`config.mk`:
```
export PLATFORM = sky130hd
export DESIGN_NAME = bitmap_block_allocator
export DESIGN_NICKNAME = d
export VERILOG_FILES = /design/src/design/bba_pkg.sv /design/src/design/bitmap_block_allocator.sv /design/src/design/bba_cell.sv
export SDC_FILE = /design/constraint.sdc
export NUM_CORES = 2
export LEC_CHECK = 0
export ABC_AREA = 1
export ABC_CLOCK_PERIOD_IN_PS = 4750
export CAP_MARGIN = 5
export CORE_MARGIN = 4
export CORE_UTILIZATION = 58
export DETAILED_ROUTE_END_ITERATION = 16
export DONT_BUFFER_PORTS = 1
export PLACE_DENSITY_LB_ADDON = 0.1
export SLEW_MARGIN = 10
export SYNTH_ARGS = -nofsm -noshare
export SYNTH_HDL_FRONTEND = slang
export SYNTH_SLANG_ARGS = --single-unit
```
`constraint.sdc`:
```
create_clock -name clk -period 4.75 [get_ports clk]
set_input_delay 0.475 -clock clk [delete_from_list [all_inputs] [get_ports clk]]
set_output_delay 0.475 -clock clk [all_outputs]
set_load 0.02 [all_outputs]
```
`src/design/bba_pkg.sv`:
```
`timescale 1ns / 1ps

package bba_pkg;

    localparam int NUM_BLOCKS_DEF = 64;

    localparam int BLK_W  = 17;
    localparam int RES_W  = 16;
    localparam int LEN_W  = 7;
    localparam int LOC_W  = 8;
    localparam int CFG_IDX_W  = 2;
    localparam int CFG_DATA_W = 16;

    localparam logic [LEN_W-1:0] DATA_BLOCKS_RST = 7'd50;
    localparam logic [RES_W-1:0] RESERVED_RST    = 16'd2;

    localparam logic [CFG_IDX_W-1:0] CFG_DATA_BLOCKS = 2'd0;
    localparam logic [CFG_IDX_W-1:0] CFG_RESERVED    = 2'd1;

    typedef enum logic [1:0] {
        OP_ALLOC = 2'd0,
        OP_MARK  = 2'd1,
        OP_FREE  = 2'd2,
        OP_QUERY = 2'd3
    } op_t;

    typedef enum logic [1:0] {
        ST_OK     = 2'd0,
        ST_NO_RUN = 2'd1,
        ST_RANGE  = 2'd2
    } status_t;

    // Broadcast from the controller to every cell, stable during a scan
    typedef struct packed {
        op_t              op;
        logic [LEN_W-1:0] len;
        logic [LEN_W-1:0] n;
        logic [LOC_W-1:0] lo;
        logic [LOC_W-1:0] hi;
        logic             apply;
        logic             set_value;
    } cmd_t;

    // Scan wave handed from one cell to the next
    typedef struct packed {
        logic             valid;
        logic [LEN_W-1:0] count;
        logic             found;
        logic [LOC_W-1:0] found_at;
        logic             is_free;
    } link_t;

endpackage

```
`src/design/bitmap_block_allocator.sv`:
```
`timescale 1ns / 1ps

// Channel | Signals                                         | Direction
// --------+-------------------------------------------------+----------
// in      | in_valid, in_ready, operation, block_number,    | input
//         | run_length                                      |
// out     | out_valid, out_ready, start_block, is_free,     | output
//         | status                                          |
// cfg     | cfg_valid, cfg_ready, cfg_index, cfg_data       | input
//
// One transaction at a time. Mark and free go through CHECK and APPLY to DONE, where
// out_valid rises; rejected requests go from CHECK straight to DONE. Allocate and
// query send a wave down the row of NUM_BLOCKS cells, one cell per cycle, then go to
// DONE, via APPLY to update after a successful allocate. Reset gives data_blocks 50,
// reserved_blocks 2 and block 0 used. in_ready is low until the result is taken.

module bitmap_block_allocator
    import bba_pkg::*;
#(
    parameter int NUM_BLOCKS = NUM_BLOCKS_DEF
)
(
    input  logic                  clk,
    input  logic                  rst_n,
    input  logic                  in_valid,
    output logic                  in_ready,
    input  logic [1:0]            operation,
    input  logic [BLK_W-1:0]      block_number,
    input  logic [LEN_W-1:0]      run_length,
    output logic                  out_valid,
    input  logic                  out_ready,
    output logic [BLK_W-1:0]      start_block,
    output logic                  is_free,
    output logic [1:0]            status,
    input  logic                  cfg_valid,
    output logic                  cfg_ready,
    input  logic [CFG_IDX_W-1:0]  cfg_index,
    input  logic [CFG_DATA_W-1:0] cfg_data
);

    typedef enum logic [4:0] {
        S_IDLE  = 5'b00001,
        S_CHECK = 5'b00010,
        S_SCAN  = 5'b00100,
        S_APPLY = 5'b01000,
        S_DONE  = 5'b10000
    } state_t;

    state_t           state_reg, state_next;
    logic [LEN_W-1:0] data_blocks_reg;
    logic [RES_W-1:0] reserved_reg;

    op_t              op_reg;
    logic [LEN_W-1:0] len_reg;
    logic [LEN_W-1:0] n_reg;
    logic [BLK_W-1:0] rel_reg;
    logic             below_reg;
    logic [LOC_W-1:0] lo_reg, lo_next;
    logic [LOC_W-1:0] hi_reg, hi_next;
    logic             set_reg, set_next;

    logic [BLK_W-1:0] start_reg, start_next;
    logic             free_reg, free_next;
    status_t          status_reg, status_next;

    logic [LEN_W-1:0] n_in;
    logic             rel_big;
    logic [LEN_W-1:0] room;
    logic             len_over;
    logic             inject;
    logic [LOC_W-1:0] found_end;

    cmd_t  cmd;
    link_t links [NUM_BLOCKS+1];

    assign in_ready  = (state_reg == S_IDLE);
    assign out_valid = (state_reg == S_DONE);
    assign cfg_ready = 1'b1;

    assign n_in = (32'(data_blocks_reg) < 32'(NUM_BLOCKS)) ? data_blocks_reg
                                                          : LEN_W'(NUM_BLOCKS);

    assign rel_big  = rel_reg >= BLK_W'(n_reg);
    assign room     = n_reg - rel_reg[LEN_W-1:0];
    assign len_over = len_reg > room;

    always_ff @(posedge clk or negedge rst_n)
    begin
        if (!rst_n)
        begin
            data_blocks_reg <= DATA_BLOCKS_RST;
            reserved_reg    <= RESERVED_RST;
        end
        else if (cfg_valid && cfg_ready)
        begin
            if (cfg_index == CFG_DATA_BLOCKS)
                data_blocks_reg <= cfg_data[LEN_W-1:0];
            else if (cfg_index == CFG_RESERVED)
                reserved_reg <= cfg_data[RES_W-1:0];
        end
    end

    assign found_end = links[NUM_BLOCKS].found_at + 1'b1;

    always_comb
    begin
        state_next  = state_reg;
        lo_next     = lo_reg;
        hi_next     = hi_reg;
        set_next    = set_reg;
        start_next  = start_reg;
        free_next   = free_reg;
        status_next = status_reg;
        inject      = 1'b0;
        unique case (state_reg)
            S_IDLE:
            begin
                if (in_valid)
                begin
                    start_next  = '0;
                    free_next   = 1'b0;
                    status_next = ST_OK;
                    state_next  = S_CHECK;
                end
            end
            S_CHECK:
            begin
                lo_next  = rel_reg[LOC_W-1:0];
                hi_next  = rel_reg[LOC_W-1:0] + LOC_W'(len_reg);
                set_next = (op_reg != OP_FREE);
                unique case (op_reg) inside
                    OP_ALLOC:
                    begin
                        if (len_reg == '0)
                        begin
                            status_next = ST_RANGE;
                            state_next  = S_DONE;
                        end
                        else if (len_reg > n_reg)
                        begin
                            status_next = ST_NO_RUN;
                            state_next  = S_DONE;
                        end
                        else
                        begin
                            inject     = 1'b1;
                            state_next = S_SCAN;
                        end
                    end
                    OP_MARK, OP_FREE:
                    begin
                        if (len_reg == '0 || below_reg || rel_big || len_over)
                        begin
                            status_next = ST_RANGE;
                            state_next  = S_DONE;
                        end
                        else
                        begin
                            state_next = S_APPLY;
                        end
                    end
                    OP_QUERY:
                    begin
                        if (below_reg || rel_big)
                        begin
                            status_next = ST_RANGE;
                            state_next  = S_DONE;
                        end
                        else
                        begin
                            inject     = 1'b1;
                            state_next = S_SCAN;
                        end
                    end
                    default:
                    begin
                        state_next = S_DONE;
                    end
                endcase
            end
            S_SCAN:
            begin
                if (links[NUM_BLOCKS].valid)
                begin
                    if (op_reg == OP_QUERY)
                    begin
                        free_next  = links[NUM_BLOCKS].is_free;
                        state_next = S_DONE;
                    end
                    else if (links[NUM_BLOCKS].found)
                    begin
                        lo_next    = found_end - LOC_W'(len_reg);
                        hi_next    = found_end;
                        set_next   = 1'b1;
                        start_next = BLK_W'(found_end - LOC_W'(len_reg))
                                     + BLK_W'(reserved_reg);
                        state_next = S_APPLY;
                    end
                    else
                    begin
                        status_next = ST_NO_RUN;
                        state_next  = S_DONE;
                    end
                end
            end
            S_APPLY:
            begin
                state_next = S_DONE;
            end
            S_DONE:
            begin
                if (out_ready)
                    state_next = S_IDLE;
            end
            default:
            begin
                state_next = S_IDLE;
            end
        endcase
    end

    always_ff @(posedge clk or negedge rst_n)
    begin
        if (!rst_n)
            state_reg <= S_IDLE;
        else
            state_reg <= state_next;
    end

    always_ff @(posedge clk)
    begin
        if (in_valid && in_ready)
        begin
            op_reg    <= op_t'(operation);
            len_reg   <= run_length;
            n_reg     <= n_in;
            rel_reg   <= block_number - BLK_W'(reserved_reg);
            below_reg <= block_number < BLK_W'(reserved_reg);
        end
        lo_reg     <= lo_next;
        hi_reg     <= hi_next;
        set_reg    <= set_next;
        start_reg  <= start_next;
        free_reg   <= free_next;
        status_reg <= status_next;
    end

    assign cmd.op        = op_reg;
    assign cmd.len       = len_reg;
    assign cmd.n         = n_reg;
    assign cmd.lo        = (state_reg == S_CHECK) ? rel_reg[LOC_W-1:0] : lo_reg;
    assign cmd.hi        = hi_reg;
    assign cmd.apply     = (state_reg == S_APPLY);
    assign cmd.set_value = set_reg;

    // Head of the wave: empty run, nothing found
    assign links[0].valid    = inject;
    assign links[0].count    = '0;
    assign links[0].found    = 1'b0;
    assign links[0].found_at = '0;
    assign links[0].is_free  = 1'b0;

    for (genvar i = 0; i < NUM_BLOCKS; i++)
    begin : g_cell
        bba_cell #(
            .INDEX (i)
        ) u_cell (
            .clk      (clk),
            .rst_n    (rst_n),
            .cmd      (cmd),
            .link_in  (links[i]),
            .link_out (links[i+1])
        );
    end

    assign start_block = start_reg;
    assign is_free     = free_reg;
    assign status      = status_reg;

endmodule

```
`src/design/bba_cell.sv`:
```
`timescale 1ns / 1ps

module bba_cell
    import bba_pkg::*;
#(
    parameter int INDEX = 0
)
(
    input  logic  clk,
    input  logic  rst_n,
    input  cmd_t  cmd,
    input  link_t link_in,
    output link_t link_out
);

    logic  used_reg;
    logic  used_next;
    link_t link_reg;
    link_t link_next;
    logic  in_use;
    logic  in_span;

    assign in_use  = 32'(INDEX) < 32'(cmd.n);
    assign in_span = (32'(INDEX) >= 32'(cmd.lo)) && (32'(INDEX) < 32'(cmd.hi));

    always_comb
    begin
        link_next = link_in;
        if (link_in.valid && in_use)
        begin
            if (cmd.op == OP_ALLOC && !link_in.found)
            begin
                if (used_reg)
                begin
                    link_next.count = '0;
                end
                else
                begin
                    link_next.count = link_in.count + 1'b1;
                    if (link_next.count == cmd.len)
                    begin
                        link_next.found    = 1'b1;
                        link_next.found_at = LOC_W'(INDEX);
                    end
                end
            end
            else if (cmd.op == OP_QUERY && 32'(INDEX) == 32'(cmd.lo))
            begin
                link_next.is_free = ~used_reg;
            end
        end
    end

    assign used_next = (cmd.apply && in_span) ? cmd.set_value : used_reg;

    always_ff @(posedge clk or negedge rst_n)
    begin
        if (!rst_n)
        begin
            used_reg <= (INDEX == 0);
            link_reg <= '0;
        end
        else
        begin
            used_reg <= used_next;
            link_reg <= link_next;
        end
    end

    assign link_out = link_reg;

endmodule

```
Word-level counts from Yosys, hierarchy flattened:

Cells that the tools add are included.

* flip-flop bits (word level): 1308
* bits of input ports: 49
* output and inout port bits: 23
* logic and storage cells: 1774

* add/sub/neg operators: 70
* $lt $le $gt $ge: 197
* equal/unequal tests: 148
* muxes and demuxes: 495
* bitwise gates (word level): 65
* reduce and logical (&&, ||, !) cells: 402

Operators by type and width (count)
* $mux 9: 129
* $mux 17: 66
* $mux 16: 62
* $add 7x1->7 const B: 63
* $eq 7x7->1: 63
* $mux 7: 62
* $logic_and 1x1->1: 320
* $eq 6x8->1 const A: 32
* $ge 6x8->1 const A: 32
* $lt 6x8->1 const A: 32
* $lt 6x7->1 const A: 32
* $mux 1: 139
* $eq 5x8->1 const A: 16
* $ge 5x8->1 const A: 16
* $lt 5x8->1 const A: 16
* $lt 5x7->1 const A: 16
* $not 1->1: 65
* $eq 4x8->1 const A: 8
* $ge 4x8->1 const A: 8
* $lt 4x8->1 const A: 8
* $logic_not 1->1: 63
* $lt 4x7->1 const A: 8
* $mux 8: 7
* $mux 5: 9
* other kinds (57): 105

Longest topological paths before layout:

* word-level depth: 7
* depth in mapped cells: 22
* gate-level depth less buffers: 22

Worst setup path after synthesis:

OpenSTA, ideal clock, no wires.

* path kind: reg2reg
* start point: reg state_reg[0]
* end point: reg start_reg[0] (netlist: start_block[0]), enable pin
* library setup time: 370 ps
* data arrival time: 4387 ps
* required time: 4380 ps
* setup slack: -8 ps
* stages on the path, launching flop included: 11
* path buffers: 0
* clock period less this slack: 4758 ps
* path through: dfstp_2 inv_1 nand2_1 inv_1 nand4_1 inv_1 nand2_1 o21ai_0 nor3_1 o21ai_0 inv_1

* word-level cells in the longest chain between the ends: 3
* elaborated cells on any way between the ends: 8
* classes of those cells: 6 x eq/ne; 2 x reduce/logical

Ends and longest elaborated chain
* from (decl): line bitmap_block_allocator.sv:49 `state_t state_reg, state_next;`
* from (signal assigned): line bitmap_block_allocator.sv:227 `state_reg <= state_next;`
* $eq 5x1->1 / $eq 5x3->1 (equally long branches): line bitmap_block_allocator.sv:115 `unique case (state_reg)`
* $ne 2x2->1 (no source line), or another cell as far along
* $reduce_and 5->1 (no source line) (*)
* to (signal assigned): line bitmap_block_allocator.sv:243 `start_reg <= start_next;`
* to (decl): line bitmap_block_allocator.sv:62 `logic [BLK_W-1:0] start_reg, start_next;`

Every way passes the cells marked *; elsewhere a longest branch is shown, timed or not.
A chain may end at the register's enable or synchronous reset.

Worst setup path after layout:

* start point: reg g_cell[63].u_cell.link_reg (netlist bit g_cell[63].u_cell.link_out[1])
* end point: reg start_reg[16] (netlist: start_block[16]), data pin

* word-level cells in the longest chain between the ends: 7

Ends and longest elaborated chain
* from (decl): line bba_cell.sv:18 `link_t link_reg;`
* from (signal assigned): line bba_cell.sv:66 `link_reg <= link_next;`
* $add 8x1->8: line bitmap_block_allocator.sv:103 `assign found_end = links[NUM_BLOCKS].found_at + 1'b1;`
* $sub 8x7->9: line bitmap_block_allocator.sv:195 `start_next = BLK_W'(found_end - LOC_W'(len_reg))`
* $add 17x16->17: line bitmap_block_allocator.sv:196 `+ BLK_W'(reserved_reg);`
* $mux 17: line bitmap_block_allocator.sv:190 `else if (links[NUM_BLOCKS].found)`
* $mux 17: line bitmap_block_allocator.sv:185 `if (op_reg == OP_QUERY)`
* $mux 17: line bitmap_block_allocator.sv:183 `if (links[NUM_BLOCKS].valid)`
* $pmux 17 s2: line bitmap_block_allocator.sv:115

No other way between the ends. The select of a mux whose other input is x is not followed.

==> impl_summary.log <==
[metrics] critical-path cell with the highest stage delay: dfrtp_1
[metrics] DR top layer: met4
[metrics] final-layout setup total negative slack: 0 ns
[metrics] multi-input combinational cell area: 24000 µm²
[metrics] result of the run: completed
[metrics] total iterations of the first detailed-routing run: 6
[metrics] synthesized-area fraction occupied by adder cells: 0.0324
[metrics] CTS Root Buffer Type: clkbuf_16
[metrics] Antenna Diode Count: 0
[metrics] Iter 0 DRT Violations: 3997
[metrics] quantity of I/O buffers inserted on ports: 0
[metrics] prevailing post-synth register cell: dfrtp_1
[metrics] share of synthesized cell area in and, or, nand and nor gates: 0.205
[metrics] unrepaired setup endpoints after global routing: no
[metrics] ratio of cells with drive above 1 in the final layout: 0.0764
[metrics] detailed-route DRC error count: 0
[metrics] Hold Violations, Final: 0
[metrics] worst endpoint data arrival time: 4.50 ns
[metrics] clock latency reported for the late side of the worst-skew pair: 0.72 ns
[metrics] post-synthesis mux area share: 0.000883
[metrics] highest attainable clock frequency: 249 MHz
[metrics] post-cts hold buffer count: 27
[metrics] global-route usage over all layers: 0.310
[metrics] met3 WL: about 11 mm
[metrics] most frequent standard cell in the layout excluding fill and tap cells: nand2_1
[metrics] Power Density: 469 nW/µm²
[metrics] drt wl/cell: 19.6 µm
[metrics] flip-flop count of the largest register after layout: 933
[metrics] post-CTS setup buffer count: 0
[metrics] Worst Tran Pin Value: between 1 and 1.5 ns
[metrics] Core ar.: 96900 µm²
[metrics] Post-Syn Instances: 6639
[metrics] sequential cell area fraction in the yosys report: 0.490
[metrics] overall overflow remaining after global route: 0
[metrics] number of I/O pins: 72
[metrics] dominant delay contributor by cell family on the critical path: compound AO/OA/AOI/OAI gates
[metrics] Req. time, crit path: approximately 5.2 ns
[metrics] first-pass GRT wire length: 249 mm
[metrics] crit path time final: 4.02 ns
[metrics] floorplan row count: 114
[metrics] total buffers and inverters traversed by the critical path: 4
[metrics] most numerous cell on the critical path: inv_1
[metrics] number of routed nets with antenna violations: 0
[metrics] worst min path class: in -> reg
[metrics] number of global-route vias before repair: 44000
[metrics] critical path class: reg -> reg
[metrics] met2 WL post-DR: 72.6 mm
[metrics] headroom to the max-slew limit: 0.0507
[metrics] Period Utilization, post-route: 0.846
[metrics] buffer depth of the longest clock path: 3
[metrics] pin count of the biggest net entering global routing: 1026
[metrics] list of cells traversed by the critical path: ha_1 > inv_1 > fa_1 > o21ai_0 > a21oi_1 > o21ai_0 > nand2_1 > nand2_1 > inv_1 > ha_1 > a21oi_1 > inv_1 > a21oi_1 > inv_1 > a211oi_1 > nand3_1 > nand2_1 > nor2_1
[metrics] average cell area after synthesis: 8.54 µm²
[metrics] CP max FO: 8
[metrics] area taken by flip-flops and latches: roughly 28000 µm²
[metrics] effective utilization at floorplan: 0.585
[metrics] initial antenna violation count: 0
[metrics] routability-driven placement congestion ratio: 1.00
[metrics] unique cell type count in the Yosys netlist: about 70
[metrics] nets: 6913
[metrics] number of setup violations in the final report: 0
[metrics] fill cell total of the finished layout: 8054
[metrics] register bit count reported by yosys: about 1100
[metrics] width of the chip: 321 µm
[metrics] total power consumption of the routed design: 29.4 mW
[metrics] leading cell types in the layout, fill and taps excluded: 1221 x nand2_1, 1138 x inv_1, 1019 x dfrtp_1, 547 x o21ai_0, 512 x nor2_1
[metrics] clock tree from TritonCTS: yes
[metrics] Syn Std Cell Area: 56700 µm²
[metrics] cts bufs inserted: ~120
[metrics] depth of the CTS H-tree: 3
[metrics] number of enable flip-flop cells after synthesis: 71
[metrics] layout-stage area growth over the synthesis result: 10.5%
[metrics] XOR/XNOR Fraction of Synth Area: 0.0873
[metrics] die area: a little over 100000 µm²
[metrics] Critical Path Sink Type: register
[metrics] VDD IR max: 354 µV
[metrics] total count of max-transition violations in the final report: 0
[metrics] count of clock tree sinks: around 1100
[metrics] share of synthesized flip-flops with an asynchronous set or reset: 0.935
[metrics] overall via count from detail_route: 44800
[metrics] clock skew after layout: 0.0298 ns
[metrics] largest stage delay on the critical path: 0.42 ns
[metrics] nature of the critical path startpoint: register
[metrics] Synthesis Warnings: 0
[metrics] number of vias per cell: 5.53
[metrics] main combinational cell family by area after synthesis: simple AND/OR/NAND/NOR gates
[metrics] synthesized-area fraction occupied by ao, oa, aoi and oai cells: 0.0971
[metrics] CTS resizes: 0
[metrics] max-capacitance violation count: 0
[metrics] HPWL after detailed placement: approximately 110 mm
[metrics] static leakage: 31.9 nW
[metrics] overall die height: 321 µm
[metrics] Total Wirelength: 158 mm
[metrics] routed length on met1: 68.7 mm
[metrics] register clock-pin slew on the reported worst setup and hold paths: 0.06 ns
[metrics] Post-Synthesis Net Count: 6832
## layer usage
metal / vias up / GRT usage
li1: 21300 / -
met3: 374 / 0.0502
met5: - / 0
met2: 1459 / 0.494
met4: 0 / 0.117
met1: 21600 / 0.431
## power breakdown
group	switching (mW)	internal (mW)	total [mW]	leakage (nW)
registers	0.693	10.1	10.8	14.9
clock network	3.88	5.76	9.64	2.01
logic	6.58	2.34	8.93	15.0
total	11.2	18.2	29.4	31.9
## worst reg2reg max path, cell delays in order, from the launching register on
cell and delay, ns:
dfrtp_1 0.42, ha_1 0.35, inv_1 0.07, fa_1 0.42, o21ai_0 0.30, a21oi_1 0.11
o21ai_0 0.27, nand2_1 0.08, nand2_1 0.13, inv_1 0.17, ha_1 0.39, a21oi_1 0.22
inv_1 0.09, a21oi_1 0.19, inv_1 0.07, a211oi_1 0.28, nand3_1 0.12, nand2_1 0.07
nor2_1 0.04
## synthesized netlist by cell type (30+ instances only)
cell | count | area (µm²)
or2_2 | 67 | 419
nand3_1 | 334 | 1670
clkbuf_1 | 34 | 128
nand2_1 | 1221 | 4580
edfxtp_1 | 71 | 2130
ha_1 | 139 | 1740
o21ai_0 | 547 | 2740
xor2_1 | 461 | 4040
nor2_2 | 37 | 231
o22ai_1 | 142 | 888
nor2_1 | 512 | 1920
inv_1 | 1139 | 4280
a21oi_1 | 158 | 791
dfrtp_1 | 1019 | 25500
nor3_1 | 103 | 515
nand4_1 | 130 | 813
buf_2 | 46 | 230
xnor2_1 | 104 | 911
inv_2 | 30 | 113
## metrics by stage
step                 util  setup slack, ns  std cells  cell area, µm²  hold WS (ns)
global route        0.647            0.207       8095           62600         0.144
finish              0.647            0.732       8095           62600         0.150
floorplan               -            0.939       6639           56700         0.179
global placement    0.600            0.808       7845           58100         0.223
CTS                 0.645            0.808       8088           62500        -0.556
detailed placement  0.600            0.809       7845           58100         0.218
## worst paths after layout
kind,start,end,slack (ns),cells after the start
setup reg to reg,g_cell[63].u_cell.link_out[1],start_block[16],0.73,18
setup / recovery,g_cell[63].u_cell.link_out[1],start_block[16],0.73,18
max in group asynchronous,rst_n,g_cell[16].u_cell.link_out[2],0.79,5
hold / removal,block_number[15],rel_reg[15],0.15,2
hold reg to reg,g_cell[2].u_cell.link_out[17],g_cell[3].u_cell.link_out[17],0.37,0
min in group asynchronous,rst_n,g_cell[54].u_cell.link_out[1],0.41,2
## kinds of logic after synthesis
logic type               Yosys count
AO/OA/AOI/OAI                    983
multiplexers                       5
buffers and inverters           1282
other                              1
flip-flops                      1096
adder cells (fa/ha/maj)          144
AND/OR/NAND/NOR                 2563
XOR/XNOR                         565
## cell type report
type | count | area share
timing repair buffer | 77 | 0.0121
tap | 1276 | 0.0255
clock buffer | 162 | 0.0544
multi-input combinational | 4261 | 0.383
inverter | 1169 | 0.0701
sequential | 1096 | 0.444
clock inverter | 54 | 0.0110
No activity file was read; power rests on OpenSTA's default activity.
